==> src/rtl/bcu_pkg.sv <==
// Shared types, constants and helpers for the barometric compensation unit.
// No dependencies.
`default_nettype none
package bcu_pkg;
    localparam int CAL_WORDS = 6;
    localparam int CAL_IDX_W = 3;
    localparam int DIV_STEPS = 32;

    typedef struct packed {
        logic [15:0] t1;
        logic [15:0] t2;
        logic [15:0] t3;
        logic [15:0] p1;
        logic [15:0] p2;
        logic [15:0] p3;
        logic [15:0] p4;
        logic [15:0] p5;
        logic [15:0] p6;
        logic [15:0] p7;
        logic [15:0] p8;
        logic [15:0] p9;
    } cal_t;

    // pressure front-end result handed to the divider
    typedef struct packed {
        logic [23:0] temp;
        logic [31:0] fine;
        logic [31:0] num;
        logic [31:0] den;
        logic        big;
        logic        invalid;
    } div_in_t;

    typedef struct packed {
        logic [23:0] temp;
        logic [31:0] fine;
        logic [31:0] quo;
        logic        big;
        logic        invalid;
    } div_out_t;

    function automatic logic [31:0] sx16(input logic [15:0] v);
        sx16 = {{16{v[15]}}, v};
    endfunction

    function automatic logic [31:0] mul32(input logic [31:0] a, input logic [31:0] b);
        logic [63:0] r;
        r = a * b;
        mul32 = r[31:0];
    endfunction

    function automatic logic [31:0] asr(input logic [31:0] x, input int n);
        asr = 32'($signed(x) >>> n);
    endfunction
endpackage
`default_nettype wire

==> src/rtl/bcu_back.sv <==
// Pressure back end: scaling of the quotient and the final P7..P9 correction.
// Depends on bcu_pkg.
`default_nettype none
module bcu_back
    import bcu_pkg::*;
(
    input  wire logic     clk,
    input  wire logic     rst_n,
    input  wire logic     en,
    input  wire logic     in_valid,
    input  wire div_out_t in_data,
    input  wire cal_t     cal,
    output logic          out_valid,
    output logic [23:0]   temp,
    output logic [31:0]   fine,
    output logic [31:0]   press,
    output logic          invalid
);
    logic [2:0]  v_reg;
    logic [23:0] t1_reg, t2_reg;
    logic [31:0] f1_reg, f2_reg;
    logic        i1_reg, i2_reg;
    logic [31:0] p1_reg, p2_reg, pp_reg, b_reg, a_reg;
    logic [31:0] p_q;
    logic [28:0] p3s;

    assign p_q = in_data.big ? (in_data.quo << 1) : in_data.quo;
    assign p3s = p_q[31:3];

    always_ff @(posedge clk or negedge rst_n)
    begin
        if (!rst_n)
            v_reg <= '0;
        else if (en)
            v_reg <= {v_reg[1:0], in_valid};
    end

    always_ff @(posedge clk)
    begin
        if (en)
        begin
            t1_reg <= in_data.temp;
            f1_reg <= in_data.fine;
            i1_reg <= in_data.invalid;
            p1_reg <= p_q;
            pp_reg <= mul32(32'(p3s), 32'(p3s)) >> 13;
            b_reg  <= asr(mul32(32'(p_q[31:2]), sx16(cal.p8)), 13);

            t2_reg <= t1_reg;
            f2_reg <= f1_reg;
            i2_reg <= i1_reg;
            p2_reg <= p1_reg;
            a_reg  <= asr(mul32(sx16(cal.p9), pp_reg), 12) + b_reg + sx16(cal.p7);

            temp    <= t2_reg;
            fine    <= f2_reg;
            invalid <= i2_reg;
            press   <= i2_reg ? '0 : p2_reg + asr(a_reg, 4);
        end
    end

    assign out_valid = v_reg[2];
endmodule
`default_nettype wire

==> config.mk <==
export PLATFORM = sky130hd
export DESIGN_NAME = bcu_back
export DESIGN_NICKNAME = d
export VERILOG_FILES = /design/src/rtl/bcu_pkg.sv /design/src/rtl/bcu_back.sv
export SDC_FILE = /design/constraint.sdc
export NUM_CORES = 2
export LEC_CHECK = 0
export BUFFER_PORTS_ARGS = -buffer_cell sky130_fd_sc_hd__buf_2
export CORE_MARGIN = 2
export CORE_UTILIZATION = 60
export DETAILED_ROUTE_END_ITERATION = 10
export GPL_TIMING_DRIVEN = 0
export PLACE_DENSITY = 0.92
export SYNTH_ARGS = -nofsm -noshare
export SYNTH_HDL_FRONTEND = slang
export SYNTH_SLANG_ARGS = --single-unit
==> constraint.sdc <==
create_clock -name clk -period 11.1 [get_ports clk]
set_input_delay 2.22 -clock clk [delete_from_list [all_inputs] [get_ports clk]]
set_output_delay 2.22 -clock clk [all_outputs]
set_load 0.01 [all_outputs]
==> results.json <==
{
  "period_needed_ns": 10.91,
  "path_max_fanout": 10,
  "clk_pin_slew_ns": 0.06,
  "grt-ovfl-total": 0,
  "root_buffer": "clkbuf_16",
  "hpwlAfterDp_um": 107400,
  "relSlewSlack_pct": 6.560,
  "first_iter_violations": 3042,
  "hold_violations": 0,
  "clock.fmax_mhz": 91.63,
  "use_met2_pct": 53.53,
  "clkSinkCount": 326,
  "setup_viol": 0,
  "syn_nets": 6449,
  "grt_pass1_vias": 38950,
  "antenna_found_initial": 4,
  "synth.top_cells.by_area": "fa_1, edfxtp_1, inv_1",
  "period_share_pct": 98.32,
  "final_max_slew_viol_count": 0,
  "grt-busiest-layer": "met2",
  "ys_types": 74,
  "num_antenna_cells": 0,
  "synth_seq_cells": 326,
  "final_nets": 6708,
  "worstPathRequired_ns": 11.46,
  "wl_per_cell_um": 21.39,
  "grt_max_degree": 138,
  "drv_cap": 0,
  "gr-usage-met1_pct": 38.42,
  "crit_path_frequent_cell": "fa_1",
  "status": "complete, no violations",
  "synth.avg_cell_area_um2": 10.29,
  "cts_buffer_depth": 3,
  "yosysTopAreaCellShare_pct": 42.46,
  "cts_tree": "built",
  "final_layout_size_suffix_gt1_share_pct": 7.061,
  "yosys-top-cells-count": "inv_1, fa_1, nand2_1",
  "ant_nets": 0,
  "cp_slowest_cell": "fa_1",
  "grt_pass1_wl_um": 206400,
  "dieArea_mm2": 0.08411,
  "syn_area_mm2": 0.04909,
  "min-delay-path-class": "reg -> reg",
  "first_pass_iters": 6,
  "cts_hold_buffers": 0,
  "yosysWarnings": 0,
  "async_flop_share_pct": 0.9202,
  "route.vias.total": 34490,
  "vias_per_cell": 5.640,
  "worst_pin_slew_ns": 1.363,
  "path_class": "in -> reg",
  "drc": 0,
  "htreeDepth": 2,
  "rows": 104,
  "syn_inst": 4769,
  "area_growth_pct": 7.897,
  "cts_made_buffers": 36,
  "cp-start-kind": "input port",
  "wl_um": 130800,
  "fin_skew_ns": 0.03809,
  "rsz0062_at_grt": "true",
  "initial_utilization_pct": 60.74,
  "die_h_um": 290.0,
  "place.gp.congestion": 1.000,
  "fin_ws_ns": 0.1868,
  "synth_edf_count": 323,
  "synth_top_area_cell": "fa_1",
  "ys.flop_type": "edfxtp_1",
  "pin_count": 376,
  "grt_use_total_pct": 32.19,
  "die_x_um": 290.0,
  "critical_path_arrival_ns": 11.28,
  "grt_util_met3_pct": 8.019,
  "clkLatencyLatePin_ns": 0.59,
  "ys_seq_area_share_pct": 19.91,
  "core_area_mm2": 0.08081,
  "critPathCaptureType": "flip-flop",
  "dpl_worst_slack_ns": -0.9173,
  "max_stage_delay_ns": 0.54,
  "r2r_slack_ns": 1.44,
  "yosysMostFrequentCell": "inv_1",
  "port_buffers": 219
}
[per-layer routing]
layer  routed length, um  up-vias
met5                  46        -
met4                9206        6
met3               14210      591
met2               62390     2112
met1               44960    17230
li1                    -    14550
[critical path, delay by kind of cell]
kind | cells | cell delay (ns)
adders and majority gates | 9 | 4.20
buffers and inverters | 9 | 1.86
AOI/OAI and AO/OA | 8 | 1.86
muxes | 1 | 0.48
and+or+nand+nor | 2 | 0.35
xor gates and xnor gates | 1 | 0.28
[worst paths after layout]
path	startpoint	depth (start not counted)	end
min	f2_reg[2]	0	fine[2]
max	in_data[1]	30	pp_reg[18]
max in group asynchronous	rst_n	1	v_reg[1]
min in group asynchronous	rst_n	1	v_reg[0]
max reg2reg	pp_reg[3]	31	a_reg[30]
min reg2reg	f2_reg[2]	0	fine[2]
[area by class of cell]
class,count,area (um^2)
multi-input cells,2975,33880
fillers,5922,27850
flip-flops and latches,326,9774
inverters,1314,4937
well taps,1060,1326
repair buffers,224,1184
clock buffers,37,904.6
plain buffers,151,621.8
clock inverters,29,335.3
[placed cells by master (no fill, tap or decap), types with 15 or more instances in the layout]
master     instances
nor2_1           227
clkbuf_1         118
xnor2_1          119
clkbuf_16         36
o21ai_0           38
nand2b_1          15
a21o_1            28
xor2_1            38
a21oi_1           65
nor2b_1           20
buf_2            220
nand2_1          570
and2_1           253
inv_1           1307
mux2i_1           16
nand3_1           15
clkbuf_2          21
ha_1             353
o21a_1            21
nor3_1            21
edfxtp_1         323
fa_1            1041
[through the flow]
step / hold slack (ns) / std cells / TNS, ns / util [%] / area (um^2)
after global routing: 0.4188 / 6116 / -0.04540 / 65.54 / 52960
after CTS: 0.4088 / 6116 / 0 / 65.41 / 52850
final: 0.4123 / 6116 / 0 / 65.54 / 52960
after floorplan: 0.4003 / 4769 / 0 / - / 49090
after detailed placement: 0.4045 / 6050 / -11.17 / 63.82 / 51570
after global placement: 0.4005 / 6048 / -6.418 / 63.74 / 51510
[timing repair]
action	4_1_cts	5_1_grt
setup buffers	0	3
setup endpoints to repair	8	16
gates resized for setup	17	50
pin swaps	0	0
[kinds of logic (layout without fill, tap and decap cells)]
kind of cell	Yosys count	count (layout)	share of synthesized area [%]
muxes	36	36	0.8029
adders and majority gates	1394	1394	51.45
and+or+nand+nor	1160	1160	10.67
xor gates and xnor gates	157	157	2.801
AOI/OAI and AO/OA	228	228	3.105
buffers and inverters	1468	1755	11.26
DFF	326	326	19.91
Power is not shown: default switching activity piles up to over one toggle a cycle in this logic, so the estimate is an artifact.
